[src/hdl/assert_macros.svh]
// Concurrent assertion helpers
`ifndef ASSERT_MACROS_SVH
`define ASSERT_MACROS_SVH

// Property must hold at every clock edge outside reset
`define ASSERT_PROP(label, clk, rst_n, prop) \
  label: assert property (@(posedge clk) disable iff (!(rst_n)) (prop)) \
    else $error("assertion failed");

// Condition must never be seen at a clock edge outside reset
`define ASSERT_NEVER(label, clk, rst_n, cond) \
  label: assert property (@(posedge clk) disable iff (!(rst_n)) !(cond)) \
    else $error("forbidden condition seen");

`endif

[src/hdl/kded_pkg.sv]
package kded_pkg;

  localparam int NumDigits = 6;
  localparam int KeyW      = 8;
  localparam int SegW      = 8;
  localparam int SelW      = 7;
  localparam int CursorW   = 3;
  localparam int DigitW    = 4;

  localparam logic [KeyW-1:0] KeyLeft  = 8'h04;
  localparam logic [KeyW-1:0] KeyRight = 8'h08;
  localparam logic [KeyW-1:0] KeyUp    = 8'h10;
  localparam logic [KeyW-1:0] KeyDown  = 8'h20;
  localparam logic [KeyW-1:0] KeyEsc   = 8'h40;
  localparam logic [KeyW-1:0] KeyEnter = 8'h80;

  localparam logic [SegW-1:0]   LedPattern = 8'h10;
  localparam logic [DigitW-1:0] DigitMax   = 4'd9;

  typedef struct packed {
    logic            valid;
    logic [KeyW-1:0] keys;
  } kded_item_t;

  // gfedcba code; values above nine are blank
  function automatic logic [SegW-1:0] seg_encode(input logic [DigitW-1:0] value);
    logic [SegW-1:0] code;
    unique case (value)
      4'd0:    code = 8'h3F;
      4'd1:    code = 8'h06;
      4'd2:    code = 8'h5B;
      4'd3:    code = 8'h4F;
      4'd4:    code = 8'h66;
      4'd5:    code = 8'h6D;
      4'd6:    code = 8'h7D;
      4'd7:    code = 8'h07;
      4'd8:    code = 8'h7F;
      4'd9:    code = 8'h6F;
      default: code = 8'h00;
    endcase
    return code;
  endfunction

endpackage

[src/hdl/kded_in_stage.sv]
module kded_in_stage (
  input  logic                          clk_i,
  input  logic                          rst_ni,
  input  logic                          in_valid_i,
  output logic                          in_ready_o,
  input  logic [kded_pkg::KeyW-1:0]     keys_i,
  input  logic                          take_i,
  output kded_pkg::kded_item_t          item_o
);

  logic                      valid_q, valid_d;
  logic [kded_pkg::KeyW-1:0] keys_q, keys_d;
  logic                      accept;

  assign in_ready_o = !valid_q || take_i;
  assign accept     = in_valid_i && in_ready_o;

  always_comb begin
    valid_d = valid_q;
    keys_d  = keys_q;
    if (accept) begin
      valid_d = 1'b1;
      keys_d  = keys_i;
    end else if (take_i) begin
      valid_d = 1'b0;
    end
  end

  always_ff @(posedge clk_i or negedge rst_ni) begin
    if (!rst_ni) begin
      valid_q <= 1'b0;
    end else begin
      valid_q <= valid_d;
    end
  end

  always_ff @(posedge clk_i) begin
    keys_q <= keys_d;
  end

  assign item_o = '{valid: valid_q, keys: keys_q};

endmodule

[src/hdl/kded_core.sv]
module kded_core #(
  parameter int NUM_DIGITS = kded_pkg::NumDigits
) (
  input  logic                          clk_i,
  input  logic                          rst_ni,
  input  kded_pkg::kded_item_t          item_i,
  output logic                          take_o,
  output logic                          out_valid_o,
  input  logic                          out_ready_i,
  output logic [kded_pkg::SelW-1:0]     digit_select_o,
  output logic [kded_pkg::SegW-1:0]     segments_o,
  output logic                          led_level_o
);

  localparam int ScanW   = NUM_DIGITS + 1;
  localparam int CursorW = kded_pkg::CursorW;
  localparam int DigitW  = kded_pkg::DigitW;
  localparam int SelW    = kded_pkg::SelW;
  localparam logic [CursorW-1:0] CursorMax = CursorW'(NUM_DIGITS - 1);
  localparam logic [CursorW-1:0] CursorRst =
    CursorW'((NUM_DIGITS - 1 < 3) ? NUM_DIGITS - 1 : 3);
  localparam logic [ScanW-1:0] ScanFirst = ScanW'(1);

  logic [kded_pkg::KeyW-1:0] last_keys_q, last_keys_d;
  logic [ScanW-1:0]          scan_q, scan_d, scan_base;
  logic [CursorW-1:0]        cursor_q, cursor_d, cur;
  logic [DigitW-1:0]         digit_q [NUM_DIGITS];
  logic [DigitW-1:0]         digit_d [NUM_DIGITS];
  logic                      led_q, led_d;
  logic [kded_pkg::KeyW-1:0] fresh;

  logic                      out_valid_q, out_valid_d;
  logic [SelW-1:0]           dsel_q, dsel_d;
  logic [kded_pkg::SegW-1:0] seg_q, seg_d;
  logic                      led_out_q;
  logic [SelW+ScanW-1:0]     sel_ext;

  assign take_o = item_i.valid && (!out_valid_q || out_ready_i);

  always_comb begin
    fresh       = item_i.keys & ~last_keys_q;
    cur         = (cursor_q > CursorMax) ? CursorMax : cursor_q;
    cursor_d    = cursor_q;
    digit_d     = digit_q;
    led_d       = led_q;
    scan_base   = scan_q;
    last_keys_d = item_i.keys;
    unique case (fresh)
      kded_pkg::KeyLeft: begin
        cursor_d = (cur < CursorMax) ? cur + CursorW'(1) : cur;
      end
      kded_pkg::KeyRight: begin
        cursor_d = (cur != '0) ? cur - CursorW'(1) : cur;
      end
      kded_pkg::KeyUp: begin
        for (int i = 0; i < NUM_DIGITS; i++) begin
          if (cur == CursorW'(i)) begin
            digit_d[i] = (digit_q[i] < kded_pkg::DigitMax) ?
                         digit_q[i] + DigitW'(1) : kded_pkg::DigitMax;
          end
        end
      end
      kded_pkg::KeyDown: begin
        for (int i = 0; i < NUM_DIGITS; i++) begin
          if (cur == CursorW'(i) && digit_q[i] != '0) begin
            digit_d[i] = digit_q[i] - DigitW'(1);
          end
        end
      end
      kded_pkg::KeyEsc: begin
        for (int i = 0; i < NUM_DIGITS; i++) begin
          digit_d[i] = DigitW'(i);
        end
        cursor_d  = CursorRst;
        scan_base = ScanFirst;
      end
      kded_pkg::KeyEnter: begin
        led_d = !led_q;
      end
      default: begin
      end
    endcase
    // rotate over digit positions plus the LED position
    scan_d = scan_base[NUM_DIGITS] ? ScanFirst : (scan_base << 1);
  end

  always_comb begin
    seg_d = '0;
    for (int i = 0; i < NUM_DIGITS; i++) begin
      if (scan_d[i]) begin
        seg_d = seg_d | kded_pkg::seg_encode(digit_d[i]);
      end
    end
    if (scan_d[NUM_DIGITS]) begin
      seg_d = kded_pkg::LedPattern;
    end
    sel_ext     = {{SelW{1'b0}}, scan_d};
    dsel_d      = sel_ext[SelW-1:0];
    out_valid_d = take_o || (out_valid_q && !out_ready_i);
  end

  always_ff @(posedge clk_i or negedge rst_ni) begin
    if (!rst_ni) begin
      last_keys_q <= '0;
      scan_q      <= ScanFirst;
      cursor_q    <= CursorRst;
      led_q       <= 1'b1;
      out_valid_q <= 1'b0;
      for (int i = 0; i < NUM_DIGITS; i++) begin
        digit_q[i] <= DigitW'(i);
      end
    end else begin
      out_valid_q <= out_valid_d;
      if (take_o) begin
        last_keys_q <= last_keys_d;
        scan_q      <= scan_d;
        cursor_q    <= cursor_d;
        led_q       <= led_d;
        digit_q     <= digit_d;
      end
    end
  end

  always_ff @(posedge clk_i) begin
    if (take_o) begin
      dsel_q    <= dsel_d;
      seg_q     <= seg_d;
      led_out_q <= led_d;
    end
  end

  assign out_valid_o    = out_valid_q;
  assign digit_select_o = dsel_q;
  assign segments_o     = seg_q;
  assign led_level_o    = led_out_q;

endmodule

[src/hdl/keypad_digit_editor_display_scan_unit.sv]
// Keypad digit editor with a multiplexed seven-segment scan. Each item is one
// poll of the key register; keys newly pressed since the previous poll are
// decoded, and a single new key moves the cursor, edits the digit under it,
// restores the display or toggles the LED pin. Every poll then steps the
// one-hot scan and yields one result: the select, its segment code and the LED
// level. One item is taken per clock cycle while the output is not stalled; an
// accepted item waits in the input register until the state update takes it
// and writes the result register. Output stalls back up through both
// registers.
`include "assert_macros.svh"

module keypad_digit_editor_display_scan_unit #(
  parameter int NUM_DIGITS = kded_pkg::NumDigits
) (
  input  logic                          clk_i,
  input  logic                          rst_ni,
  input  logic                          in_valid_i,
  output logic                          in_ready_o,
  input  logic [kded_pkg::KeyW-1:0]     keys_i,
  output logic                          out_valid_o,
  input  logic                          out_ready_i,
  output logic [kded_pkg::SelW-1:0]     digit_select_o,
  output logic [kded_pkg::SegW-1:0]     segments_o,
  output logic                          led_level_o
);

  localparam logic [kded_pkg::SelW-1:0] LedSel = kded_pkg::SelW'(1 << NUM_DIGITS);

  kded_pkg::kded_item_t item;
  logic                 take;
  logic                 at_led;
  logic                 led_seg;

  kded_in_stage u_in_stage (
    .clk_i      (clk_i),
    .rst_ni     (rst_ni),
    .in_valid_i (in_valid_i),
    .in_ready_o (in_ready_o),
    .keys_i     (keys_i),
    .take_i     (take),
    .item_o     (item)
  );

  kded_core #(
    .NUM_DIGITS (NUM_DIGITS)
  ) u_core (
    .clk_i          (clk_i),
    .rst_ni         (rst_ni),
    .item_i         (item),
    .take_o         (take),
    .out_valid_o    (out_valid_o),
    .out_ready_i    (out_ready_i),
    .digit_select_o (digit_select_o),
    .segments_o     (segments_o),
    .led_level_o    (led_level_o)
  );

  assign at_led  = (digit_select_o == LedSel);
  assign led_seg = (segments_o == kded_pkg::LedPattern);

  `ASSERT_PROP(a_sel_onehot, clk_i, rst_ni, out_valid_o |-> $onehot0(digit_select_o))
  `ASSERT_PROP(a_led_pattern, clk_i, rst_ni, (out_valid_o && at_led) |-> led_seg)
  `ASSERT_PROP(a_digit_code, clk_i, rst_ni, (out_valid_o && !at_led) |-> !led_seg)
  `ASSERT_NEVER(a_stall_source, clk_i, rst_ni, !in_ready_o && !(out_valid_o && !out_ready_i))

endmodule

[config.mk]
export PLATFORM = sky130hd
export DESIGN_NAME = keypad_digit_editor_display_scan_unit
export DESIGN_NICKNAME = d
export VERILOG_FILES = /design/src/hdl/kded_pkg.sv /design/src/hdl/kded_in_stage.sv /design/src/hdl/kded_core.sv /design/src/hdl/keypad_digit_editor_display_scan_unit.sv
export VERILOG_INCLUDE_DIRS = /design/src /design/src/hdl
export SDC_FILE = /design/constraint.sdc
export NUM_CORES = 1
export LEC_CHECK = 0
export BUFFER_PORTS_ARGS = -buffer_cell sky130_fd_sc_hd__buf_2
export CORE_MARGIN = 5
export CORE_UTILIZATION = 30
export CTS_CLUSTER_SIZE = 12
export DETAILED_ROUTE_END_ITERATION = 8
export PLACE_DENSITY = 0.54
export SETUP_SLACK_MARGIN = 0.1
export SLEW_MARGIN = 20
export SYNTH_ARGS = -nofsm -noshare
export SYNTH_HDL_FRONTEND = slang
export SYNTH_HIERARCHICAL = 1
export SYNTH_SLANG_ARGS = --single-unit
[constraint.sdc]
create_clock -name clk_i -period 4 [get_ports clk_i]
set_input_delay 0.2 -clock clk_i [delete_from_list [all_inputs] [get_ports clk_i]]
set_output_delay 0.2 -clock clk_i [all_outputs]
set_load 0.05 [all_outputs]
Yosys cells after proc, flatten, opt, wreduce, memory -nomap -nowiden
Memory sizes are Yosys's and may differ from the RTL's.
Cells that the tools add are included.
- register bits after elaboration: 69
- ROM bits: 672
- input bits: 12
- output and inout bits: 18
- logic and storage cells: 128
- memories kept: 6
- add/sub/neg operators: 14
- $lt $le $gt $ge: 8
- equality and inequality tests: 11
- muxes and demuxes: 39
- bitwise logic cells: 7
- reductions and logical operators: 27
- memories (memory ; depth ; bits a word ; rd ports ; clocked after Yosys merged registers in ; write ports ; RTL line ; source):
    (name not given) ; 16 ; 7 ; 1 ; 0 ; 0 ; kded_pkg.sv:28 ; unique case (value)
    (name not given) ; 16 ; 7 ; 1 ; 0 ; 0 ; kded_pkg.sv:28 ;
    (name not given) ; 16 ; 7 ; 1 ; 0 ; 0 ; kded_pkg.sv:28 ;
    (name not given) ; 16 ; 7 ; 1 ; 0 ; 0 ; kded_pkg.sv:28 ;
    (name not given) ; 16 ; 7 ; 1 ; 0 ; 0 ; kded_pkg.sv:28 ;
    (name not given) ; 16 ; 7 ; 1 ; 0 ; 0 ; kded_pkg.sv:28 ;
- operators by type and width (cell ; number):
    $mux W8 ; 11
    $mux W4 ; 18
    $pmux W24 S3 ; 1
    $or A8 B8 Y8 ; 5
    $add A4 B1 Y4 const B ; 6
    $lt A4 B4 Y1 const B ; 6
    $reduce_bool A4 Y1 ; 6
    $sub A4 B1 Y4 const B ; 6
    $mux W7 ; 2
    $logic_and A1 B1 Y1 ; 9
    $mux W3 ; 3
    $pmux W3 S3 ; 1
    $and A8 B8 Y8 ; 1
    $eq A8 B3 Y1 const B ; 1
    $eq A8 B4 Y1 const B ; 1
    $eq A8 B5 Y1 const B ; 1
    $eq A8 B6 Y1 const B ; 1
    $eq A8 B7 Y1 const B ; 1
    $eq A8 B8 Y1 const B ; 1
    $not A8 Y8 ; 1
    $eq A3 B2 Y1 const B ; 2
    $eq A3 B3 Y1 const B ; 2
    $reduce_bool A3 Y1 ; 2
    $logic_not A1 Y1 ; 4
    10 further kinds ; 14

Longest topological paths before layout
Gate-level depths: netlist (run 1).
An unclocked memory read counts as a cell.
- depth in word-level cells: 18
- mapped depth: 16
- gate-level depth less buffers: 14

By module
The synthesis (run 1) kept the hierarchy.
- modules (own cells, without submodules) (module ; times used ; cells an instance ; area each (um^2) ; sequential area each (um^2)):
    kded_core ; 1 ; 636 ; 5534.1 ; 1565.3
    kded_in_stage ; 1 ; 13 ; 301.5 ; 265.3

Least setup slack after synthesis (run 1)
Ideal clock, no wire load.
- kind: reg-to-reg
- start: register u_core.cursor_q[1]
- end: register u_core.seg_q, in the netlist u_core/segments_o[3] (data pin)
- library setup time: 0.275 ns
- data arrival time: 3.004 ns
- data required time: 3.725 ns
- slack: 0.720 ns
- cell stages (with the launch flop): 16
- buffers on the path: 3
- period minus slack after synthesis: 3.280 ns
- cells stage by stage: dfstp_2 -> buf_2 -> and3_1 -> ha_1 -> clkbuf_1 -> o2111ai_1 -> o21ai_0 -> a21oi_1 -> a211o_1 -> clkbuf_1 -> inv_1 -> ha_1 -> mux2i_1 -> a32o_1 -> nor4_2 -> a41oi_1
- RTL lines (what ; RTL line ; source):
    start, declared ; kded_core.sv:26 ; logic [CursorW-1:0] cursor_q, cursor_d, cur;
    start signal, assigned ; kded_core.sv:106 ; cursor_q <= CursorRst;
    start signal, assigned ; kded_core.sv:117 ; cursor_q <= cursor_d;
    end signal, assigned ; kded_core.sv:127 ; seg_q <= seg_d;
    end, declared ; kded_core.sv:34 ; logic [kded_pkg::SegW-1:0] seg_q, seg_d;

Worst setup path after layout (run 1)
- start: register u_in_stage/keys_q[7] in the netlist's numbering
- end: register u_core.seg_q, in the netlist u_core/segments_o[4] (data pin)
- word-level cells in the longest chain between the ends: 15
- elaborated cells on any way between the ends: 29
- those cells by class: eq/ne: 3; mux: 14; bitwise: 6; memory: 6
- ends and longest elaborated chain (what ; RTL line ; source):
    start, declared ; kded_in_stage.sv:12 ; logic [kded_pkg::KeyW-1:0] keys_q, keys_d;
    start signal, assigned ; kded_in_stage.sv:38 ; keys_q <= keys_d;
    $and A8 B8 Y8 * ; kded_core.sv:41 ; fresh = item_i.keys & ~last_keys_q;
    $eq A8 B7 Y1 (tied with other cells) ; kded_core.sv:48 ; unique case (fresh)
    $pmux W24 S3 / $mux W7 (equally long branches) ; kded_core.sv:48 ;
    $mem_v2 Z16 W7 / $mux W7 (equally long branches) ; n/a ;
    $mux W8 ; kded_core.sv:90 ; if (scan_d[i]) begin
    $or A8 B8 Y8 ; kded_core.sv:91 ; seg_d = seg_d | kded_pkg::seg_encode(digit_d[i]);
    $mux W8 ; kded_core.sv:90 ;
    $or A8 B8 Y8 ; kded_core.sv:91 ;
    $mux W8 ; kded_core.sv:90 ;
    $or A8 B8 Y8 ; kded_core.sv:91 ;
    $mux W8 ; kded_core.sv:90 ;
    $or A8 B8 Y8 ; kded_core.sv:91 ;
    $mux W8 ; kded_core.sv:90 ;
    $or A8 B8 Y8 ; kded_core.sv:91 ;
    $mux W8 ; kded_core.sv:90 ;
Every way passes the cells marked *; elsewhere a longest branch is shown, timed or not. The select of a mux whose other input is x is not followed.
A chain may end at the register's enable or synchronous reset.

==> metrics.txt, run 1 <==
status=completed; TritonCTS buffer count=9; Unique masters post-synth=91; mapped cell area=5840 um^2; share of the synthesized area in the top cell type=14.6%; Critical Path End Type=flop; largest family of logic cells by synthesized area=compound AO/OA/AOI/OAI gates; top-count cell post-synth=nand2_1; worst endpoint required time=4080 ps; Final Cycle Share=90.6%; die width=149 um; syn_area_per_cell=8.99 um^2; compound-cell area share of the yosys netlist=23.3%; remaining global-route overflow=0; DRT iter0 DRCs=377; H-tree depth=3; met2 WL=7670 um; Power Density=620 nW/um^2; Ports=30; drt total wl=16300 um; vias in the first global route=4788; Worst Reg2Reg Path Length in Cells=11; # Post-CTS Setup Buffers=0; clock sink total=68; Synth area leader=dfrtp_1; Vias/cell=5.29; Max FO, Critical Path=13; hold path cells=1; WL met3=657 um; Root Buffer=clkbuf_16; Port Buffers=28; initial core utilization=30.2%; core area=19300 um^2; Longest Clk Path Bufs=2; nets=731; Wirelength per Cell=17.3 um; Final Hold Viols=0; unrepaired setup endpoints after global routing=false; RD Place Congestion=0.918; post-synthesis async set-or-reset flop share=66.2%; wire length of the first global-routing pass=26200 um; clock tree from TritonCTS=built; max cap viols=0; #FFs+latches synth=68; die area=22300 um^2; drt drc=0; Post-synth EDFFs=23; TritonRoute pass-1 iters=5; Worst VDD drop=0.269 mV; dominant cells by area after synthesis=dfrtp_1, edfxtp_1, ha_1; Arr. time, crit path=3700 ps; Worst Max-Slew Pin Slew=847 ps; Syn Inst Count=649; mux contribution to synthesized area=5.62%; Setup TNS Final=0 ps; post-detail-place hpwl=12000 um; post-route minimum period=3620 ps; final setup fails=0; Leakage=2.66 nW; Area Overhead vs Synth=12.6%; Slew Limit Fails=0; # diodes=0; M1 wire length=7540 um; Synth Area in Adders=10.3%; Filler Cells Inserted=1997; total power=0.00407 W; Post-Synth XOR/XNOR Area=1.80%; Simple-Gate Fraction of Synth Area=21.7%; Antenna Nets Post-Route=0; vias=4977; Synthesized Nets=709; Layout Skew=7.22 ps; initial antenna violation count=0; type of origin of the critical path=flop; DIE HEIGHT=149 um; Seq/Total Area, Yosys=31.4%; Max-slew headroom=43.4%; Main synth FF type=dfrtp_1; YS warnings=6; overall routing resource usage=14.9%; Setup CP Type=flop to flop; Rows=51; clk_lat worst skew=350 ps; FMAX=0.276 GHz; clk slew on worst S/H paths=60 ps; fraction of layout cells with a size suffix above 1=18.9%; largest net degree at the start of global routing=46; uppermost routed layer=met4; Post-synth top cells=nand2_1, o21ai_0, ha_1; Min-Delay Path Class=primary input to flop
kinds of logic after synthesis:
group,count (synthesis)
other,1
AND/OR/NAND/NOR,217
flip-flops,68
multiplexers,31
buffers and inverters,83
XOR/XNOR,12
adder cells (fa/ha/maj),48
AO/OA/AOI/OAI,189
per-stage QoR:
| stage | std cells | setup WS, ps | area (um^2) | utilization [%] | hold slack [ps] |
|---|---|---|---|---|---|
| after global placement | 924 | 586 | 6280 | 32.5 | 357 |
| after detailed placement | 924 | 443 | 6280 | 32.5 | 357 |
| after floorplan | 649 | 720 | 5840 | - | -95.6 |
| final | 941 | 376 | 6570 | 34.0 | 23.9 |
| after CTS | 941 | 415 | 6570 | 34.0 | 10.1 |
| after global routing | 941 | 101 | 6570 | 34.0 | 18.2 |
registers in the layout, indices dropped and copies added (netlist names):
name and flops:
u_core/digit_q 24, u_core/scan_q 7, u_core/led_level_o 1, u_core/digit_select_o 7, u_core/cursor_q 3, u_core/last_keys_q 8, u_core/led_q 1, u_core/out_valid_o 1
u_core/segments_o 7, u_in_stage/valid_q 1, u_in_stage/keys_q 8
where the power goes:
group | internal (W) | switching, W | total (W)
Clock | 0.000421 | 0.000327 | 0.000748
Sequential | 0.000990 | 0.000225 | 0.00122
Combinational | 0.000770 | 0.00134 | 0.00211
worst max-delay path, cell delays in order (launching register included):
cell and delay [ps]:
edfxtp_1 410, nor2b_4 180, nor4_4 580, nand2_2 360, o311ai_0 420, a21oi_1 120, and3_1 260, ha_1 230
a22oi_1 180, o22ai_1 120, a2111oi_0 380, nand3_1 110
cell type report:
type                       count  area (um^2)  share of cell area (%)
timing repair buffer          48          293                    4.46
clock buffer                   9          225                    3.43
sequential                    68         1830                    27.9
multi-input combinational    498         3660                    55.8
tap                          265          332                    5.05
clock inverter                 7         51.3                   0.781
inverter                      46          173                    2.63
what timing repair did:
item,4_1_cts,5_1_grt
hold buffers,1,0
hold endpoints to repair,34,0
gates resized for setup,0,0
metal layers:
layer | up-vias | GRT usage (%)
met5 | - | 0
met4 | 0 | 5.54
met3 | 26 | 2.63
met2 | 124 | 23.9
met1 | 2397 | 20.2
li1 | 2430 | -
placed cells by master (no fill, tap or decap), types with 4 or more instances in the layout:
cell type / count
ha_1: 48
nor3_1: 9
o32ai_1: 4
o22ai_1: 6
nor3b_1: 4
nor2b_1: 7
and3_1: 5
dfrtp_1: 34
buf_4: 19
a211oi_1: 5
a2bb2oi_1: 5
nand2_2: 5
o2bb2ai_1: 5
xnor2_1: 9
nand2b_1: 18
or4_1: 6
nand2_1: 63
nor4_1: 6
o21ai_0: 58
a22oi_1: 6
clkbuf_16: 9
edfxtp_1: 23
a21oi_1: 24
inv_1: 46
a2111oi_0: 4
a31oi_1: 11
nand3_1: 18
mux2i_1: 17
dfstp_2: 11
o211ai_1: 6
nor2_1: 36
mux2_2: 14
nand4_1: 6
buf_2: 28
path summary, 6_finish.rpt:
path                                 startpoint                   end  slack (ps)
min in group asynchronous                rst_ni    u_core/cursor_q[2]         510
min                                   keys_i[0]  u_in_stage/keys_q[0]          20
max reg2reg                u_in_stage/keys_q[7]  u_core/segments_o[4]         380
max                        u_in_stage/keys_q[7]  u_core/segments_o[4]         380
min reg2reg                    u_core/scan_q[5]      u_core/scan_q[5]         480
max in group asynchronous                rst_ni      u_core/scan_q[5]        3060
Power figures use the tool's default switching activity.
==> inputs of run 2 (changes only) <==
--- a/config.mk
+++ b/config.mk
@@ -11,7 +11,7 @@
 export CORE_UTILIZATION = 30
 export CTS_CLUSTER_SIZE = 12
 export DETAILED_ROUTE_END_ITERATION = 8
-export PLACE_DENSITY = 0.54
+export PLACE_DENSITY = 0.43
 export SETUP_SLACK_MARGIN = 0.1
 export SLEW_MARGIN = 20
 export SYNTH_ARGS = -nofsm -noshare
==> metrics.txt, run 2 (synthesis gave the netlist of run 1 again) <==
status=completed (unchanged); clock sink total=68 (unchanged); post-route minimum period=3560 ps (was 3620 ps); type of origin of the critical path=flop (unchanged); RD Place Congestion=0.902 (was 0.918); leading cell types in the layout, fill and taps excluded=nand2_1, o21ai_0, ha_1 (unchanged); drt drc=0 (unchanged); CP cell instances=nor2b_4, nor4_4, buf_4, o21ai_1, o32ai_1, nand2_1, and3_1, ha_1, a22oi_1, o22ai_1, a2111oi_0, nand3_1 (was nor2b_4, nor4_4, nand2_2, o311ai_0, a21oi_1, and3_1, ha_1, a22oi_1, o22ai_1, a2111oi_0, nand3_1); Final Hold Viols=0 (unchanged); Max-slew headroom=34.9% (was 43.4%); Power Density=627 nW/um^2 (was 620 nW/um^2); Worst VDD drop=0.267 mV (was 0.269 mV); Root Buffer=clkbuf_16 (unchanged); multi-input logic area=3670 um^2 (was 3660 um^2); Max FO, Critical Path=7 (was 13); die area=22300 um^2 (unchanged); FMAX=0.281 GHz (was 0.276 GHz); clock tree from TritonCTS=built (unchanged); unrepaired setup endpoints after global routing=false (unchanged); initial core utilization=30.2% (unchanged); Post-Layout Cell Count=942 (was 941); die width=149 um (unchanged); CP peak stage delay=450 ps (was 580 ps); Core Util, Final=34.1% (was 34.0%); clk_lat worst skew=340 ps (was 350 ps); remaining global-route overflow=0 (unchanged); Final Cycle Share=88.9% (was 90.6%); vias in the first global route=4898 (was 4788); max reg flops=24 (unchanged); Area Overhead vs Synth=12.9% (was 12.6%); # Post-CTS Setup Buffers=0 (unchanged); Port Buffers=28 (unchanged); clk slew on worst S/H paths=60 ps (about the same); nets=732 (was 731); largest net degree at the start of global routing=65 (was 46); Rows=51 (unchanged); post-detail-place hpwl=13000 um (was 12000 um); Crit-path slowest cell=a2111oi_0 (was nor4_4); DIE HEIGHT=149 um (unchanged); Arr. time, crit path=3620 ps (was 3700 ps); Critical Path End Type=flop (unchanged); Leakage=2.67 nW (was 2.66 nW); drt total wl=17200 um (was 16300 um); Largest Register=u_core/digit_q (unchanged); # diodes=0 (unchanged); H-tree depth=3 (unchanged); Antenna Nets Post-Route=0 (unchanged); vias=5049 (was 4977); overall routing resource usage=15.7% (was 14.9%); fraction of layout cells with a size suffix above 1=18.8% (was 18.9%); worst endpoint required time=4060 ps (was 4080 ps); Setup TNS Final=0 ps (unchanged); Vias/cell=5.36 (was 5.29); final setup fails=0 (unchanged); Ports=30 (unchanged); Layout Skew=6.25 ps (was 7.22 ps); total power=0.00413 W (was 0.00407 W); Longest Clk Path Bufs=2 (unchanged); Filler Cells Inserted=2001 (was 1997); Wirelength per Cell=18.3 um (was 17.3 um); Setup CP Type=flop to flop (unchanged); Regs by FF count=u_core/digit_q (24), u_core/last_keys_q (8), u_in_stage/keys_q (8) (unchanged); TritonRoute pass-1 iters=5 (unchanged); core area=19300 um^2 (unchanged); placed insts=925 (was 924); TritonCTS buffer count=9 (unchanged); Worst Max-Slew Pin Slew=975 ps (was 847 ps); commonest non-fill, non-tap cell in the layout=nand2_1 (unchanged); max cap viols=0 (unchanged); Sequential cell area=1830 um^2 (unchanged); initial antenna violation count=0 (unchanged); Slew Limit Fails=0 (unchanged); Min-Delay Path Class=primary input to flop (unchanged); DRT iter0 DRCs=383 (was 377); wire length of the first global-routing pass=27200 um (was 26200 um)
run 2: changes by cell type in the layout (fill, tap and decap cells not counted), sizes merged:
cell	delta
clkbuf	+2
inv	-1
clkinvlp	-2
buf	+1
bufinv	+1
run 2: stage by stage:
stage	instance area, um^2	hold WS (ps)	setup slack, ps
6_report	6590	30.4	443
5_1_grt	6590	19.8	179
4_1_cts	6590	15.0	369
3_5_place_dp	6290	365	383
3_3_place_gp	6290	358	486
2_1_floorplan	5840	-95.6	720
run 2: path summary, 6_finish.rpt:
kind / from / to / slack (ps) / cells past startpoint
hold reg to reg: u_core/scan_q[3] / u_core/scan_q[3] / 480 / 2
setup / recovery: u_in_stage/keys_q[7] / u_core/segments_o[4] / 440 / 12
max in group asynchronous: rst_ni / u_core/digit_q[19] / 3060 / 3
min in group asynchronous: rst_ni / u_core/last_keys_q[5] / 500 / 3
setup reg to reg: u_in_stage/keys_q[7] / u_core/segments_o[4] / 440 / 12
hold / removal: keys_i[6] / u_in_stage/keys_q[6] / 30 / 1
run 2: routing by layer:
| layer | share of wire [%] | routed length (um) | track usage, % |
|---|---|---|---|
| met2 | 46 | 7910 | 25.0 |
| met1 | 46 | 7900 | 21.5 |
| met3 | 5.9 | 1010 | 2.76 |
| met4 | 2.2 | 381 | 5.63 |
| met5 | 0 | 0 | 0 |
run 2: power by group:
| part | internal, W | switching (W) | leakage (nW) | total (W) |
|---|---|---|---|---|
| clock network | 0.000480 | 0.000309 | 0.141 | 0.000789 |
| registers | 0.000990 | 0.000218 | 0.785 | 0.00121 |
| logic | 0.000769 | 0.00136 | 1.75 | 0.00213 |
| total | 0.00224 | 0.00189 | 2.67 | 0.00413 |
run 2: worst max-delay path: cells and delay by family (launching register included):
kind / cells / cell delay (ps)
buf+inv: 1 / 220
fa+ha+maj: 1 / 220
flops: 1 / 400
compound gates: 5 / 1330
simple gates: 5 / 1080
run 2: area by class of cell:
| class | instances | area share [%] |
|---|---|---|
| flip-flops and latches | 68 | 27.8 |
| clock buffers | 11 | 3.53 |
| repair buffers | 49 | 4.56 |
| clock inverters | 5 | 0.798 |
| multi-input cells | 498 | 55.7 |
| well taps | 265 | 5.03 |
| inverters | 46 | 2.62 |
run 2: what timing repair did:
action                                  CTS  global route
resized for setup                         0             1
endpoints found under the setup margin    0             1
hold endpoints to repair                  8             0
hold buffers                              1             0
==> inputs of run 3 (changes only) <==
--- a/config.mk
+++ b/config.mk
@@ -7,11 +7,12 @@
 export NUM_CORES = 1
 export LEC_CHECK = 0
 export BUFFER_PORTS_ARGS = -buffer_cell sky130_fd_sc_hd__buf_2
+export CORE_ASPECT_RATIO = 1.2
 export CORE_MARGIN = 5
-export CORE_UTILIZATION = 30
+export CORE_UTILIZATION = 63
 export CTS_CLUSTER_SIZE = 12
 export DETAILED_ROUTE_END_ITERATION = 8
-export PLACE_DENSITY = 0.43
+export PLACE_DENSITY = 0.8
 export SETUP_SLACK_MARGIN = 0.1
 export SLEW_MARGIN = 20
 export SYNTH_ARGS = -nofsm -noshare
==> metrics.txt, run 3 (synthesis gave the netlist of run 1 again) <==
initial antenna violation count=0 (unchanged); Wirelength per Cell=19.7 um (was 18.3 um); Slew Limit Fails=0 (unchanged); remaining global-route overflow=0 (unchanged); clock sink total=68 (unchanged); Setup TNS Final=0 ps (unchanged); drt drc=0 (unchanged); Max FO, Critical Path=15 (was 7); status=completed (unchanged); Worst Setup EP=u_core/segments_o[0] (was u_core/segments_o[4]); Final Cycle Share=90.7% (was 88.9%); core area=9030 um^2 (was 19300 um^2); max reg flops=24 (unchanged); fraction of layout cells with a size suffix above 1=17.8% (was 18.8%); CP peak stage delay=720 ps (was 450 ps); H-tree depth=3 (unchanged); vias=5284 (was 5049); type of origin of the critical path=flop (unchanged); Antenna Nets Post-Route=0 (unchanged); largest net degree at the start of global routing=65 (unchanged); CP cell instances=and3_1, ha_2, o2111ai_1, o21ai_0, a21oi_1, a211o_1, inv_1, ha_1, mux2i_1, a32o_1, nor4_2, a41oi_1 (was nor2b_4, nor4_4, buf_4, o21ai_1, o32ai_1, nand2_1, and3_1, ha_1, a22oi_1, o22ai_1, a2111oi_0, nand3_1); clock power share=14.3% (was 19.1%); die width=97.9 um (was 149 um); Min-Delay Path Class=primary input to flop (unchanged); final setup fails=0 (unchanged); Longest Clk Path Bufs=2 (unchanged); flop-to-flop setup slack=370 ps (was 440 ps); Ports=30 (unchanged); commonest non-fill, non-tap cell in the layout=nand2_1 (unchanged); Setup CP Type=flop to flop (unchanged); # Post-CTS Setup Buffers=0 (unchanged); FMAX=0.275 GHz (was 0.281 GHz); Power Density=620 nW/um^2 (was 627 nW/um^2); Worst Max-Slew Pin Slew=923 ps (was 975 ps); Area Overhead vs Synth=7.68% (was 12.9%); wire length of the first global-routing pass=25700 um (was 27200 um); total power=0.00389 W (was 0.00413 W); Int Pwr=0.00203 W (was 0.00224 W); leading cell types in the layout, fill and taps excluded=nand2_1, o21ai_0, ha_1 (unchanged); clk_lat worst skew=370 ps (was 340 ps); Leakage=2.60 nW (was 2.67 nW); FF-to-FF End=u_core/segments_o[0] (was u_core/segments_o[4]); Worst VDD drop=0.393 mV (was 0.267 mV); sw power=0.00186 W (was 0.00189 W); Rows=38 (was 51); critical path startpoint=u_core/cursor_q[1] (was u_in_stage/keys_q[7]); Root Buffer=clkbuf_8 (was clkbuf_16); # diodes=0 (unchanged); Max-slew headroom=38.4% (was 34.9%); Critical Path End Type=flop (unchanged); Regs by FF count=u_core/digit_q (24), u_core/last_keys_q (8), u_in_stage/keys_q (8) (unchanged); TritonCTS buffer count=9 (unchanged); initial core utilization=64.6% (was 30.2%); Arr. time, crit path=3720 ps (was 3620 ps); Vias/cell=6.66 (was 5.36); Critical R2R Launch=u_core/cursor_q[1] (was u_in_stage/keys_q[7]); clk slew on worst S/H paths=80 ps (was 60 ps); logic gate share of total power=54.1% (was 51.6%); drt total wl=15600 um (was 17200 um); Final WS setup=370 ps (was 443 ps); Final Hold Viols=0 (unchanged); worst endpoint required time=4090 ps (was 4060 ps); Crit-path slowest cell=dfstp_2 (was a2111oi_0); post-route minimum period=3630 ps (was 3560 ps); Largest Register=u_core/digit_q (unchanged); Layout Skew=13.9 ps (was 6.25 ps); vias in the first global route=5112 (was 4898); unrepaired setup endpoints after global routing=false (unchanged); RD Place Congestion=0.951 (was 0.902); post-detail-place hpwl=11400 um (was 13000 um); DIE HEIGHT=115 um (was 149 um); TritonRoute pass-1 iters=6 (was 5); Sequential cell area=1830 um^2 (unchanged); Worst Reg2Reg Path Length in Cells=12 (unchanged); sw frac=47.8% (was 45.8%); Reg power frac=31.6% (was 29.3%); overall routing resource usage=28.4% (was 15.7%); die area=11300 um^2 (was 22300 um^2); clock tree from TritonCTS=built (unchanged); DRT iter0 DRCs=575 (was 383); Port Buffers=28 (unchanged); Place WS=351 ps (was 383 ps); max cap viols=0 (unchanged); multi-input logic area=3670 um^2 (about the same); Filler Cells Inserted=733 (was 2001); nets=728 (was 732)
==> run 3: metal layers <==
metal	vias up	share of wire [%]	routed length [um]	track usage, %
li1	2413	-	-	-
met1	2550	39	6150	34.4
met2	272	50	7840	49.7
met3	49	7.5	1170	5.30
met4	0	3.0	476	12.7
met5	-	0	0	0
==> run 3: worst min-delay path by stage <==
stage	cells after the start	slack [ps]	endpoint	startpoint
global placement	1	380	u_in_stage/keys_q[4]	keys_i[4]
finish	1	20	u_in_stage/keys_q[3]	keys_i[3]
global route	1	4	u_in_stage/keys_q[3]	keys_i[3]
CTS	1	5	u_in_stage/keys_q[4]	keys_i[4]
floorplan	0	-100	u_core/cursor_q[2]	rst_ni
detailed placement	1	380	u_in_stage/keys_q[4]	keys_i[4]
==> run 3: metrics by stage <==
stage | utilization, % | instance area, um^2 | instances | hold slack [ps]
after floorplan | - | 5840 | 649 | -95.6
after global routing | 69.6 | 6280 | 793 | 4.01
after detailed placement | 67.0 | 6060 | 773 | 379
final | 69.6 | 6280 | 793 | 15.7
after CTS | 69.1 | 6240 | 789 | 4.99
after global placement | 67.0 | 6060 | 773 | 377
==> run 3: power groups by stage <==
| stage | clock network [W] | logic [W] | registers (W) |
|---|---|---|---|
| finish | 0.000557 | 0.00211 | 0.00123 |
| CTS | 0.000560 | 0.00206 | 0.00122 |
| global route | 0.000599 | 0.00230 | 0.00126 |
| floorplan | 0 | 0.00146 | 0.00130 |
| detailed placement | 0 | 0.00205 | 0.00123 |
| global placement | 0 | 0.00198 | 0.00122 |
==> run 3: timing repair <==
item / CTS / global route
hold buffers: 0 / 4
setup endpoints to repair: 0 / 1
resized for setup: 0 / 1
endpoints found under the hold margin: 0 / 37
==> run 3: worst max-delay path, delay by kind of cell, from the launching register on <==
family / cells / cell delay [ps]
AOI/OAI and AO/OA: 6 / 1340
DFF: 1 / 720
and+or+nand+nor: 2 / 580
adders and majority gates: 2 / 460
buffers and inverters: 1 / 160
muxes: 1 / 80
==> run 3: final cells by class <==
class	instances	area share (%)
clock inverters	6	0.876
repair buffers	45	4.46
well taps	120	2.39
flip-flops and latches	68	29.1
clock buffers	10	2.03
inverters	46	2.75
multi-input cells	498	58.4
